`config.mk`:
```
export PLATFORM = sky130hd
export DESIGN_NAME = quality_debounce_fps_ladder
export DESIGN_NICKNAME = d
export VERILOG_FILES = /design/src/rtl/qdfl_pkg.sv /design/src/rtl/qdfl_csr.sv /design/src/rtl/qdfl_ladder.sv /design/src/rtl/qdfl_core.sv /design/src/rtl/quality_debounce_fps_ladder.sv
export SDC_FILE = /design/constraint.sdc
export NUM_CORES = 1
export LEC_CHECK = 0
export ABC_AREA = 0
export BUFFER_PORTS_ARGS = -buffer_cell sky130_fd_sc_hd__buf_4
export CAP_MARGIN = 20
export CORE_MARGIN = 5
export CORE_UTILIZATION = 60
export DETAILED_ROUTE_END_ITERATION = 10
export GPL_TIMING_DRIVEN = 0
export PLACE_DENSITY = 0.81
export SLEW_MARGIN = 40
export SYNTH_ARGS = -nofsm -noshare
export SYNTH_HDL_FRONTEND = slang
export SYNTH_SLANG_ARGS = --single-unit
```
`constraint.sdc`:
```
create_clock -name clock -period 15.75 [get_ports clock]
set_input_delay 1.575 -clock clock [delete_from_list [all_inputs] [get_ports clock]]
set_output_delay 1.575 -clock clock [all_outputs]
set_load 0.01 [all_outputs]
```
`src/rtl/qdfl_pkg.sv`:
```
`timescale 1ns / 1ps

package qdfl_pkg;

   // field widths
   localparam int STAMP_BITS   = 48;
   localparam int FPS_BITS     = 8;
   localparam int TICK_BITS    = 8;
   localparam int DWELL_BITS   = 16;
   localparam int QUAL_BITS    = 2;
   localparam int FEC_BITS     = 6;
   localparam int ADDR_BITS    = 5;
   localparam int DATA_BITS    = 32;
   localparam int REG_IDX_BITS = 3;

   localparam int TIME_BITS_DEFAULT = 48;

   // ladder: 1, 2/3, 1/2, 2/5, 1/3 of the configured rate
   localparam int RUNG_COUNT = 5;

   // quality levels
   localparam logic [QUAL_BITS-1:0] QUAL_GOOD = 2'd0;
   localparam logic [QUAL_BITS-1:0] QUAL_FAIR = 2'd1;
   localparam logic [QUAL_BITS-1:0] QUAL_POOR = 2'd2;
   localparam logic [QUAL_BITS-1:0] QUAL_BAD  = 2'd3;

   localparam logic [FEC_BITS-1:0] FEC_POOR  = 6'd50;
   localparam logic [FEC_BITS-1:0] FEC_BAD   = 6'd30;
   localparam logic [FEC_BITS-1:0] FEC_OTHER = 6'd40;

   // register indexes
   localparam logic [REG_IDX_BITS-1:0] REG_FPS       = 3'd0;
   localparam logic [REG_IDX_BITS-1:0] REG_MIN_FPS   = 3'd1;
   localparam logic [REG_IDX_BITS-1:0] REG_DOWN_TICK = 3'd2;
   localparam logic [REG_IDX_BITS-1:0] REG_UP_TICK   = 3'd3;
   localparam logic [REG_IDX_BITS-1:0] REG_DWELL     = 3'd4;

   // register reset values
   localparam logic [FPS_BITS-1:0]   FPS_RESET       = 8'd30;
   localparam logic [FPS_BITS-1:0]   MIN_FPS_RESET   = 8'd10;
   localparam logic [TICK_BITS-1:0]  DOWN_TICK_RESET = 8'd2;
   localparam logic [TICK_BITS-1:0]  UP_TICK_RESET   = 8'd5;
   localparam logic [DWELL_BITS-1:0] DWELL_RESET     = 16'd2000;

   typedef struct packed {
      logic [FPS_BITS-1:0]   fps;
      logic [FPS_BITS-1:0]   min_fps;
      logic [TICK_BITS-1:0]  down_ticks;
      logic [TICK_BITS-1:0]  up_ticks;
      logic [DWELL_BITS-1:0] dwell_ms;
   } cfg_type;

   typedef struct packed {
      logic                load;
      logic [FPS_BITS-1:0] value;
   } fps_load_type;

   typedef logic [RUNG_COUNT-1:0][FPS_BITS-1:0] rung_array_type;

   typedef struct packed {
      logic [QUAL_BITS-1:0]  level;
      logic [FPS_BITS-1:0]   fps;
      logic [FEC_BITS-1:0]   fec;
      logic [STAMP_BITS-1:0] age;
      logic                  keyframe;
   } result_type;

   // x / 6 for x < 1024
   function automatic logic [FPS_BITS-1:0] div6(input logic [10:0] x);
      logic [20:0] p;
      p = 21'(x) * 21'd683;
      return p[19:12];
   endfunction

   // x / 10 for x < 2048 (used up to 1025)
   function automatic logic [FPS_BITS-1:0] div10(input logic [10:0] x);
      logic [22:0] p;
      p = 23'(x) * 23'd3277;
      return p[22:15];
   endfunction

   // rounded rung before the floor clamp
   function automatic logic [FPS_BITS-1:0] rung_value(input logic [FPS_BITS-1:0] f,
                                                      input int k);
      logic [10:0] fx;
      logic [FPS_BITS-1:0] v;
      fx = 11'(f);
      case (k)
         0: v = f;
         1: v = div6((fx << 2) + 11'd3);
         2: v = 8'((fx + 11'd1) >> 1);
         3: v = div10((fx << 2) + 11'd5);
         default: v = div6((fx << 1) + 11'd3);
      endcase
      return v;
   endfunction

endpackage

```
`src/rtl/qdfl_csr.sv`:
```
`timescale 1ns / 1ps

module qdfl_csr import qdfl_pkg::*; (
   input  logic                 clock,
   input  logic                 reset,
   input  logic                 psel,
   input  logic                 penable,
   input  logic                 pwrite,
   input  logic [ADDR_BITS-1:0] paddr,
   input  logic [DATA_BITS-1:0] pwdata,
   output logic [DATA_BITS-1:0] prdata,
   output logic                 pready,
   output cfg_type              cfg,
   output fps_load_type         fps_load
);

   cfg_type cfg_ff, cfg_in;
   logic wr_en;
   logic [REG_IDX_BITS-1:0] reg_idx;

   assign pready  = 1'b1;
   assign wr_en   = psel & penable & pwrite;
   assign reg_idx = paddr[ADDR_BITS-1:2];

   always_comb begin
      cfg_in = cfg_ff;
      if (wr_en) begin
         case (reg_idx)
            REG_FPS:       cfg_in.fps        = pwdata[FPS_BITS-1:0];
            REG_MIN_FPS:   cfg_in.min_fps    = pwdata[FPS_BITS-1:0];
            REG_DOWN_TICK: cfg_in.down_ticks = pwdata[TICK_BITS-1:0];
            REG_UP_TICK:   cfg_in.up_ticks   = pwdata[TICK_BITS-1:0];
            REG_DWELL:     cfg_in.dwell_ms   = pwdata[DWELL_BITS-1:0];
            default: ;
         endcase
      end
   end

   always_ff @(posedge clock) begin
      if (reset) begin
         cfg_ff.fps        <= FPS_RESET;
         cfg_ff.min_fps    <= MIN_FPS_RESET;
         cfg_ff.down_ticks <= DOWN_TICK_RESET;
         cfg_ff.up_ticks   <= UP_TICK_RESET;
         cfg_ff.dwell_ms   <= DWELL_RESET;
      end else begin
         cfg_ff <= cfg_in;
      end
   end

   always_comb begin
      case (reg_idx)
         REG_FPS:       prdata = DATA_BITS'(cfg_ff.fps);
         REG_MIN_FPS:   prdata = DATA_BITS'(cfg_ff.min_fps);
         REG_DOWN_TICK: prdata = DATA_BITS'(cfg_ff.down_ticks);
         REG_UP_TICK:   prdata = DATA_BITS'(cfg_ff.up_ticks);
         REG_DWELL:     prdata = DATA_BITS'(cfg_ff.dwell_ms);
         default:       prdata = '0;
      endcase
   end

   assign cfg            = cfg_ff;
   assign fps_load.load  = wr_en && (reg_idx == REG_FPS);
   assign fps_load.value = pwdata[FPS_BITS-1:0];

endmodule

```
`src/rtl/qdfl_ladder.sv`:
```
`timescale 1ns / 1ps

// Rungs are rebuilt from the registers every cycle. Equal neighbors are left in
// place: a repeated value behaves like the single kept rung in every search.
module qdfl_ladder import qdfl_pkg::*; (
   input  logic                clock,
   input  cfg_type             cfg,
   output rung_array_type      rungs,
   output logic [FPS_BITS-1:0] poor_want
);

   rung_array_type rung_ff, rung_in;
   logic [FPS_BITS-1:0] want_ff, want_in;
   logic [FPS_BITS-1:0] half_fps;

   always_comb begin
      for (int k = 0; k < RUNG_COUNT; k++) begin
         rung_in[k] = rung_value(cfg.fps, k);
         if (rung_in[k] < cfg.min_fps) begin
            rung_in[k] = cfg.min_fps;
         end
      end
   end

   assign half_fps = cfg.fps >> 1;
   assign want_in  = (half_fps < cfg.min_fps) ? cfg.min_fps : half_fps;

   always_ff @(posedge clock) begin
      rung_ff <= rung_in;
      want_ff <= want_in;
   end

   assign rungs     = rung_ff;
   assign poor_want = want_ff;

endmodule

```
`src/rtl/qdfl_core.sv`:
```
`timescale 1ns / 1ps

module qdfl_core import qdfl_pkg::*; #(
   parameter int TIME_BITS = TIME_BITS_DEFAULT
) (
   input  logic                  clock,
   input  logic                  reset,
   input  logic                  fire,
   input  cfg_type               cfg,
   input  fps_load_type          fps_load,
   input  rung_array_type        rungs,
   input  logic [FPS_BITS-1:0]   poor_want,
   input  logic [QUAL_BITS-1:0]  raw_quality,
   input  logic [STAMP_BITS-1:0] now_ms,
   output result_type            result
);

   logic [QUAL_BITS-1:0]  level_ff, level_in;
   logic [QUAL_BITS-1:0]  cand_ff, cand_in;
   logic [TICK_BITS-1:0]  streak_ff, streak_in;
   logic [FPS_BITS-1:0]   fps_ff, fps_in;
   logic [TIME_BITS-1:0]  move_ff, move_in;
   logic [TIME_BITS-1:0]  start_ff, start_in;

   logic [TIME_BITS+STAMP_BITS-1:0] now_wide;
   logic [TIME_BITS+STAMP_BITS-1:0] age_wide;
   logic [TIME_BITS-1:0] now_t;
   logic [TIME_BITS-1:0] age_t;
   logic [TIME_BITS-1:0] since_move;
   logic keyframe;

   assign now_wide   = {{TIME_BITS{1'b0}}, now_ms};
   assign now_t      = now_wide[TIME_BITS-1:0];
   assign since_move = now_t - move_ff;

   // debounce
   always_comb begin
      logic [TICK_BITS-1:0] needed;
      level_in  = level_ff;
      cand_in   = cand_ff;
      streak_in = streak_ff;
      start_in  = start_ff;
      keyframe  = 1'b0;
      needed    = '0;
      if (raw_quality != level_ff) begin
         if (raw_quality == cand_ff) begin
            if (streak_ff != {TICK_BITS{1'b1}}) begin
               streak_in = streak_ff + 1'b1;
            end
         end else begin
            cand_in   = raw_quality;
            streak_in = TICK_BITS'(1);
         end
         needed = (raw_quality > level_ff) ? cfg.down_ticks : cfg.up_ticks;
         if (streak_in >= needed) begin
            level_in  = raw_quality;
            streak_in = '0;
            start_in  = now_t;
            keyframe  = (raw_quality == QUAL_BAD);
         end
      end else begin
         cand_in   = level_ff;
         streak_in = '0;
      end
   end

   // ladder moves, using the level after debounce
   always_comb begin
      logic [FPS_BITS-1:0] want;
      logic                jump_hit;
      logic [FPS_BITS-1:0] jump_fps;
      logic                on_ladder_below_top;
      logic [FPS_BITS-1:0] climb_fps;
      fps_in              = fps_ff;
      move_in             = move_ff;
      want                = (level_in == QUAL_BAD) ? rungs[RUNG_COUNT-1] : poor_want;
      jump_hit            = 1'b0;
      jump_fps            = '0;
      on_ladder_below_top = 1'b0;
      climb_fps           = '0;
      // descending scans leave the first match in front
      for (int k = RUNG_COUNT - 1; k >= 0; k--) begin
         if (rungs[k] <= want && rungs[k] < fps_ff) begin
            jump_hit = 1'b1;
            jump_fps = rungs[k];
         end
      end
      for (int k = RUNG_COUNT - 1; k >= 0; k--) begin
         if (rungs[k] == fps_ff) begin
            on_ladder_below_top = (k != 0);
            climb_fps           = (k != 0) ? rungs[(k == 0) ? 0 : k - 1] : '0;
         end
      end
      if (level_in == QUAL_POOR || level_in == QUAL_BAD) begin
         if (jump_hit) begin
            fps_in  = jump_fps;
            move_in = now_t;
         end
      end else if (on_ladder_below_top && since_move >= TIME_BITS'(cfg.dwell_ms)) begin
         fps_in  = climb_fps;
         move_in = now_t;
      end
   end

   always_ff @(posedge clock) begin
      if (reset) begin
         level_ff  <= QUAL_GOOD;
         cand_ff   <= QUAL_GOOD;
         streak_ff <= '0;
         fps_ff    <= FPS_RESET;
         move_ff   <= '0;
         start_ff  <= '0;
      end else if (fps_load.load) begin
         fps_ff <= fps_load.value;
      end else if (fire) begin
         level_ff  <= level_in;
         cand_ff   <= cand_in;
         streak_ff <= streak_in;
         fps_ff    <= fps_in;
         move_ff   <= move_in;
         start_ff  <= start_in;
      end
   end

   assign age_t    = now_t - start_in;
   assign age_wide = {{STAMP_BITS{1'b0}}, age_t};

   always_comb begin
      result.level    = level_in;
      result.fps      = fps_in;
      case (level_in)
         QUAL_POOR: result.fec = FEC_POOR;
         QUAL_BAD:  result.fec = FEC_BAD;
         default:   result.fec = FEC_OTHER;
      endcase
      result.age      = age_wide[STAMP_BITS-1:0];
      result.keyframe = keyframe;
   end

endmodule

```
`src/rtl/quality_debounce_fps_ladder.sv`:
```
`timescale 1ns / 1ps

// Accepted transactions pass from the input register to the result register.
// Throughput: one transaction per cycle unless rsp_stall holds a pending result;
// the debounce and ladder update for a tick is a single pass of logic between the
// input and result registers; rsp_valid marks a loaded result register.
// Reset (synchronous): control registers take defaults, level good, rate 30 fps.
module quality_debounce_fps_ladder import qdfl_pkg::*; #(
   parameter int TIME_BITS = TIME_BITS_DEFAULT
) (
   input  logic                  clock,
   input  logic                  reset,
   input  logic                  req_valid,
   output logic                  req_stall,
   input  logic [QUAL_BITS-1:0]  req_raw_quality,
   input  logic [STAMP_BITS-1:0] req_now_ms,
   output logic                  rsp_valid,
   input  logic                  rsp_stall,
   output logic [QUAL_BITS-1:0]  rsp_quality_level,
   output logic [FPS_BITS-1:0]   rsp_target_fps,
   output logic [FEC_BITS-1:0]   rsp_fec_cap_pct,
   output logic [STAMP_BITS-1:0] rsp_level_age_ms,
   output logic                  rsp_request_keyframe,
   input  logic                  psel,
   input  logic                  penable,
   input  logic                  pwrite,
   input  logic [ADDR_BITS-1:0]  paddr,
   input  logic [DATA_BITS-1:0]  pwdata,
   output logic [DATA_BITS-1:0]  prdata,
   output logic                  pready
);

   cfg_type             cfg;
   fps_load_type        fps_load;
   rung_array_type      rungs;
   logic [FPS_BITS-1:0] poor_want;
   result_type          result;

   logic                  in_valid_ff, in_valid_in;
   logic [QUAL_BITS-1:0]  in_raw_ff;
   logic [STAMP_BITS-1:0] in_now_ff;
   logic                  out_valid_ff, out_valid_in;
   result_type            out_ff;
   logic                  accept;
   logic                  advance;

   assign advance   = in_valid_ff && (!out_valid_ff || !rsp_stall);
   assign req_stall = in_valid_ff && !advance;
   assign accept    = req_valid && !req_stall;

   assign in_valid_in  = accept ? 1'b1 : (advance ? 1'b0 : in_valid_ff);
   assign out_valid_in = advance ? 1'b1 : (out_valid_ff && rsp_stall);

   always_ff @(posedge clock) begin
      if (reset) begin
         in_valid_ff  <= 1'b0;
         out_valid_ff <= 1'b0;
      end else begin
         in_valid_ff  <= in_valid_in;
         out_valid_ff <= out_valid_in;
      end
   end

   always_ff @(posedge clock) begin
      if (accept) begin
         in_raw_ff <= req_raw_quality;
         in_now_ff <= req_now_ms;
      end
      if (advance) begin
         out_ff <= result;
      end
   end

   qdfl_csr u_csr (
      .clock    (clock),
      .reset    (reset),
      .psel     (psel),
      .penable  (penable),
      .pwrite   (pwrite),
      .paddr    (paddr),
      .pwdata   (pwdata),
      .prdata   (prdata),
      .pready   (pready),
      .cfg      (cfg),
      .fps_load (fps_load)
   );

   qdfl_ladder u_ladder (
      .clock     (clock),
      .cfg       (cfg),
      .rungs     (rungs),
      .poor_want (poor_want)
   );

   qdfl_core #(
      .TIME_BITS (TIME_BITS)
   ) u_core (
      .clock       (clock),
      .reset       (reset),
      .fire        (advance),
      .cfg         (cfg),
      .fps_load    (fps_load),
      .rungs       (rungs),
      .poor_want   (poor_want),
      .raw_quality (in_raw_ff),
      .now_ms      (in_now_ff),
      .result      (result)
   );

   assign rsp_valid            = out_valid_ff;
   assign rsp_quality_level    = out_ff.level;
   assign rsp_target_fps       = out_ff.fps;
   assign rsp_fec_cap_pct      = out_ff.fec;
   assign rsp_level_age_ms     = out_ff.age;
   assign rsp_request_keyframe = out_ff.keyframe;

endmodule
```
==> out/results.ini, run 1 <==
[global_routing]
grt_overflow=0
grt_max_degree=39
grt_antenna_before_repair=6
grt.total_usage=0.319
grt_pass1_wl_um=129000
first_global_vias=23800

[critical_path]
crit_type=reg2reg
path_max_fanout=10
path_buf_inv=2
cp-end-kind=flip-flop
crit_slowest_cell=buf_1
crit_path_start_kind=flip-flop
critPathArrivalTime_ps=9700
slowest_delay_ps=700
crit_required_ps=16110
path_delay_family=compound AO/OA/AOI/OAI gates

[timing]
drv_slew=0
tightest_slew_ps=891
fin_crit_ps=9340
fin_crit_sh=0.593
fmax_mhz=107
finalHoldViolCount=0
relSlewSlack=0.389
whs_ps=467
setup_tns_ps=0
clock_skew_ps=22.6
rsz0062_at_grt=false
setup_viol=0

[drt]
drt-met1-wl_um=35600
drt_iter0_drc=2385
routed.top_layer=met5
postRouteAntennaNets=0
wl_per_cell_um=21.1
drc_errors=0
vias=24400
wl_met3_um=7510
wl_um=82100
met2WireLength_um=36700
firstDrtPassIters=6
vias_per_cell=6.27

[pwr]
ir_drop_mv=0.118
power_density_nw_per_um2=103
leakagePower_uw=0.0133

[yosys]
syn_area_per_cell_sq_um=8.94
synth.area.top_cells=ha_1, dfxtp_1, edfxtp_1
synth_edf_count=113
syn_inst=3038
yosys_warnings=0
ys.flop_type=dfxtp_1
ys_ff_latch=327
syn_area_sq_um=27200
synth_top_cell_by_area=ha_1
synth_top_cell_area_share=0.185
async_flop_share=0
synth_cell_types=91
synth_sequential_area_ratio=0.283

[final_layout]
area_delta_synth_final_pct=12.7
nNetsFinal=3823
final-seq-area_sq_um=7680
final_common_cell=ha_1
fillCellCount=3611
drive_gt1_frac=0.104
multi_input_area_sq_um=18100
mostFrequentLayoutCells=ha_1, inv_1, nor2_1

[cts]
holdBufCountCts=0
cts_buffers=37
cts-root-buf=clkbuf_16
cts_sinks=327
htreeDepth=2
clockBufferDepth=3
clk_pin_slew_ps=60
post_cts_resized=0
clock_latency_ps=560
post_cts_buffers=0
cts_tree=done

[floorplan]
initial_utilization=0.602
dieArea_sq_um=49600
dieWidth_um=223
core_area_sq_um=45100
ioPinCount=194
rows=78
fp.dieH_um=223

[status]
status=finished clean

[run]
maxCapViolCount=0

[placement]
port_buffers=156
post-dp-hpwl_um=64900
routabilityCongestion=0.988

[hold_path]
min-delay-path-class=reg2reg

[registers in the layout, indices dropped and copies added, names as in the netlist, 4 cells and up]
name / count
u_core.move_ff: 48
u_core.start_ff: 48
u_core.streak_ff: 8
u_csr.cfg: 48
rsp_target_fps: 8
in_now_ff: 48
rsp_level_age_ms: 48
rsp_fec_cap_pct: 4
u_ladder.poor_want: 8
u_core.fps_ff: 8
u_ladder.rungs: 40
[final cells by class]
type	count	share of cell area
multi-input cells	2344	0.590
flip-flops and latches	327	0.251
repair buffers	162	0.0409
clock buffers	50	0.0339
inverters	249	0.0307
well taps	600	0.0245
plain buffers	134	0.0198
clock inverters	18	0.00911
diodes	1	0.0000817
[worst reg2reg max path, cell delays in order, from the launching register on]
cell	delay (ps)
edfxtp_1	500
ha_1	400
nor2b_1	160
o21ai_2	530
mux2i_1	430
ha_1	320
a21o_1	160
a21oi_1	270
a21boi_1	200
a21oi_1	350
clkbuf_1	580
buf_1	700
a21oi_1	280
ha_1	360
nor2b_1	120
o21ai_0	120
a21bo_2	260
a21o_1	220
a2111oi_0	540
nor2_1	200
o21ai_1	610
nand2_1	190
a211oi_1	480
nor3_1	180
o21ai_0	480
a2111oi_0	200
nor3b_1	290
[cells by family after synthesis]
logic type,count (synthesis),synth area share
buf+inv,383,0.0567
simple gates,783,0.138
compound gates,825,0.198
other cells,2,0.000277
fa+ha+maj,475,0.239
flops,327,0.283
xor+xnor,103,0.0332
mux,140,0.0530
[synthesized netlist by cell type, types with 14 or more instances]
cell type  instances
a211o_1           19
a211oi_1          68
a21o_1            78
a21oi_1          230
a22oi_1           18
a31oi_1           14
and2_1            27
and3_1            18
buf_2             20
buf_4             19
clkbuf_1          83
dfxtp_1          214
edfxtp_1         113
fa_1              72
ha_1             402
inv_1            248
mux2_2            26
mux2i_1          112
nand2_1          161
nand2b_1          40
nand3_1          109
nand4_1           35
nor2_1           241
nor2b_1           31
nor3_1            58
nor4_1            16
o211ai_1          21
o21a_1            43
o21ai_0          126
o21ai_1           58
o22ai_1           16
or3_1             15
xnor2_1           64
xor2_1            39
[where the power goes]
group	switching (uW)	internal, uW
clock	369	569
sequential	69.0	963
combinational	714	472
[per-stage QoR]
step / std cells / utilization / setup slack (ps) / instance area [sq um] / power, uW
global route: 3885 / 0.679 / 6100 / 30600 / 3320
CTS: 3884 / 0.679 / 6690 / 30600 / 3140
detailed placement: 3816 / 0.650 / 6860 / 29300 / 2190
global placement: 3810 / 0.646 / 6420 / 29100 / 2150
floorplan: 3054 / - / 8160 / 27200 / 1840
finish: 3885 / 0.679 / 6410 / 30600 / 3150
[metal layers]
metal  vias to the layer above  GRT usage
li1                      11400          -
met1                     11700      0.449
met2                      1076      0.506
met3                       175     0.0614
met4                        10     0.0840
met5                         -          0
[path summary, 6_finish.rpt]
| path | slack (ps) | start | to | cells past startpoint |
|---|---|---|---|---|
| max reg2reg | 6410 | in_raw_ff[1]$_DFFE_PP_ | rsp_level_age_ms[47]$_DFFE_PP_ | 26 |
| min | 470 | u_csr.cfg[15]$_SDFFE_PP0P_ | u_csr.cfg[15]$_SDFFE_PP0P_ | 2 |
| max | 6410 | in_raw_ff[1]$_DFFE_PP_ | rsp_level_age_ms[47]$_DFFE_PP_ | 26 |
| min reg2reg | 470 | u_csr.cfg[15]$_SDFFE_PP0P_ | u_csr.cfg[15]$_SDFFE_PP0P_ | 2 |
No activity file was read; power rests on OpenSTA's default activity.
==> run 2: changes to the inputs <==
--- a/config.mk
+++ b/config.mk
@@ -5,7 +5,7 @@
 export SDC_FILE = /design/constraint.sdc
 export NUM_CORES = 1
 export LEC_CHECK = 0
-export ABC_AREA = 0
+export ABC_AREA = 1
 export BUFFER_PORTS_ARGS = -buffer_cell sky130_fd_sc_hd__buf_4
 export CAP_MARGIN = 20
 export CORE_MARGIN = 5
==> constraint.sdc (replaced) <==
create_clock -name clock -period 8.62 [get_ports clock]
set_input_delay 0.862 -clock clock [delete_from_list [all_inputs] [get_ports clock]]
set_output_delay 0.862 -clock clock [all_outputs]
set_load 0.01 [all_outputs]
==> run 2 against run 1 <==
Sequential power is 85% higher. Clock power is 72% higher. Count of clock-buffer cells in the layout is 2 lower. Cell count is 11% higher. Total power is 85% higher. Hold slack worse by 9.2 ps. Sequential share of layout area is 0.072 points lower. Flip-flop and latch count stayed put. Combinational power is 96% higher. Synthesized cell count is 14% higher. Routed wire length is 8.5% lower. Critical path depth is 8 higher.
==> out/results.ini, run 2 <==
[cts]
clk_pin_slew_ps=70  ; about the same
cts-root-buf=clkbuf_16
cts_tree=done
htreeDepth=2  ; unchanged
cts_buffers=37  ; unchanged
cts_sinks=327  ; unchanged
clock_latency_ps=570  ; about the same
clockBufferDepth=3  ; unchanged

[timing]
fin_crit_sh=0.934  ; +0.341
tightest_slew_ps=872  ; -18.7 ps
clock_skew_ps=42.1  ; +19.5 ps
relSlewSlack=0.418  ; +0.0295
setup_viol=0  ; unchanged
drv_slew=0  ; unchanged
setup_tns_ps=0  ; unchanged
fin_crit_ps=8050  ; -1290 ps
finalHoldViolCount=0  ; unchanged
rsz0062_at_grt=false
fmax_mhz=124  ; +16%

[placement]
routabilityCongestion=0.975  ; -1.3%
post-dp-hpwl_um=60500  ; -6.9%
port_buffers=157  ; +0.64%
dp.cells=4252  ; +11%

[yosys]
ys.flop_type=dfxtp_1
synth.area.top_cells=ha_1, dfxtp_1, edfxtp_1
ys_ff_latch=327  ; unchanged
synth_edf_count=113  ; unchanged
synth_top_cell_by_area=ha_1
synth_top_cell_area_share=0.184  ; -0.00136
synth_cell_types=60  ; -34%
syn_area_per_cell_sq_um=7.87  ; -12%
synth_sequential_area_ratio=0.281  ; -0.00208
syn_area_sq_um=27400  ; +0.74%
post-synth-top-count-cell=nand2_1
netlist_top_cells_count=nand2_1, inv_1, ha_1
yosys_warnings=0  ; unchanged
syn_inst=3477  ; +14%
async_flop_share=0  ; unchanged

[floorplan]
rows=78  ; unchanged
core_area_sq_um=45300  ; +0.43%
dieWidth_um=224  ; +0.35%
dieArea_sq_um=50000  ; +0.71%
fp.dieH_um=224  ; +0.35%
initial_utilization=0.604  ; +0.00185
ioPinCount=194  ; unchanged

[critical_path]
crit_type=reg2reg
crit_required_ps=8980  ; -7130 ps
r2r-start=u_csr.cfg[42]$_SDFFE_PP1P_
reg2reg_slack_ps=570  ; -5840 ps
crit_top_cell=inv_1
crit_path_start_kind=flip-flop
regToRegEndpoint=u_ladder.rungs[24]$_DFF_P_
path_delay_family=adder cells
path_buf_inv=8  ; +6
path_max_fanout=11  ; +1
slowest_delay_ps=760  ; +60 ps
crit_cells=34  ; +31%
cp-end-kind=flip-flop
crit_start=u_csr.cfg[42]$_SDFFE_PP1P_
crit_slowest_cell=dfxtp_1
reg2reg_depth=34  ; +31%
worstSetupEndpoint=u_ladder.rungs[24]$_DFF_P_
critPathArrivalTime_ps=8410  ; -1290 ps

[global_routing]
grt_max_degree=49  ; +26%
grt.total_usage=0.292  ; -0.0271
grt_overflow=0  ; unchanged
first_global_vias=22700  ; -4.6%
grt_antenna_before_repair=1  ; -5
grt_pass1_wl_um=119000  ; -7.5%

[final_layout]
multi_input_area_sq_um=17200  ; -4.7%
antenna_cells=0  ; -1
mostFrequentLayoutCells=nand2_1, inv_1, ha_1
final_common_cell=nand2_1
fillCellCount=3826  ; +6.0%
nNetsFinal=4264  ; +12%
final-seq-area_sq_um=7680  ; about the same
drive_gt1_frac=0.0905  ; -0.0134
stdcell_count=4325  ; +11%
area_delta_synth_final_pct=12.3

[drt]
firstDrtPassIters=5  ; -1
postRouteAntennaNets=0  ; unchanged
drt_iter0_drc=2561  ; +7.4%
vias_per_cell=5.71  ; -9.0%
wl_per_cell_um=17.4  ; -18%
wl_um=75000  ; -8.5%
drc_errors=0  ; unchanged
vias=24700  ; +1.3%

[run]
maxCapViolCount=0  ; unchanged

[status]
status=finished clean

[hold_path]
min-delay-path-class=reg2reg

[pwr]
leakagePower_uw=0.0150  ; +13%
ir_drop_mv=0.147  ; +24%
power_density_nw_per_um2=190  ; +85%

## run 2: how the worst min path moves through the flow
stage,startpoint,endpoint,cells after the start,slack [ps]
2_1_floorplan,u_csr.cfg[39]$_SDFFE_PP0P_,u_ladder.poor_want[7]$_SDFF_PP0_,1,420
3_3_place_gp,u_core.move_ff[0]$_SDFFE_PP0P_,u_core.move_ff[0]$_SDFFE_PP0P_,2,440
3_5_place_dp,u_core.move_ff[0]$_SDFFE_PP0P_,u_core.move_ff[0]$_SDFFE_PP0P_,2,450
4_1_cts,req_now_ms[33],in_now_ff[33]$_DFFE_PP_,1,440
5_1_grt,req_now_ms[46],in_now_ff[46]$_DFFE_PP_,1,450
6_report,u_core.move_ff[0]$_SDFFE_PP0P_,u_core.move_ff[0]$_SDFFE_PP0P_,2,460
## run 2: worst min-delay path: cells and delay by family (launching register included)
kind,cells,cell delay (ps)
compound gates,1,50
buf+inv,1,50
flops,1,320
## run 2: kinds of logic (layout without fill, tap and decap cells)
kind of cell | count (synthesis) | in the layout | share of synthesized area
buffers and inverters | 634 | 866 | 0.0928
adder cells (fa/ha/maj) | 474 | 474 | 0.237
AO/OA/AOI/OAI | 816 | 816 | 0.174
other | 2 | 18 | 0.000275
XOR/XNOR | 120 | 120 | 0.0384
multiplexers | 52 | 52 | 0.0191
flip-flops | 327 | 327 | 0.281
AND/OR/NAND/NOR | 1052 | 1052 | 0.158
## run 2: power breakdown
part	switching [uW]	total [uW]	leakage, uW	internal (uW)
clock	670	1610	0.000616	937
sequential	125	1910	0.00282	1780
combinational	1460	2330	0.0116	873
## run 2: what timing repair did
action	in CTS	in global routing
endpoints found under the setup margin	0	13
hold buffers	0	0
hold endpoints to repair	0	0
resized for setup	0	5
setup buffers	0	5
## run 2: cell type report
class | count | area share
flip-flops and latches | 327 | 0.250
multi-input cells | 2532 | 0.561
clock buffers | 48 | 0.0332
plain buffers | 89 | 0.0161
clock inverters | 20 | 0.00750
repair buffers | 164 | 0.0409
inverters | 545 | 0.0669
well taps | 600 | 0.0244
## run 2: stage by stage
step | utilization | hold slack [ps] | power, uW | setup slack (ps) | instance area, sq um
after global placement | 0.648 | 442 | 4160 | 515 | 29300
after CTS | 0.677 | 439 | 5820 | 232 | 30700
after floorplan | - | 425 | 3580 | 1740 | 27400
after detailed placement | 0.649 | 449 | 4210 | 321 | 29400
after global routing | 0.678 | 446 | 6250 | 77.2 | 30700
final | 0.678 | 458 | 5850 | 568 | 30700
## run 2: layer usage
layer / vias to the layer above / share of wire / track usage
met3: 137 / 0.12 / 0.0558
met2: 1173 / 0.41 / 0.425
met4: 2 / 0.023 / 0.0684
met5: - / 0.00017 / 0
li1: 12100 / - / -
met1: 11300 / 0.45 / 0.448
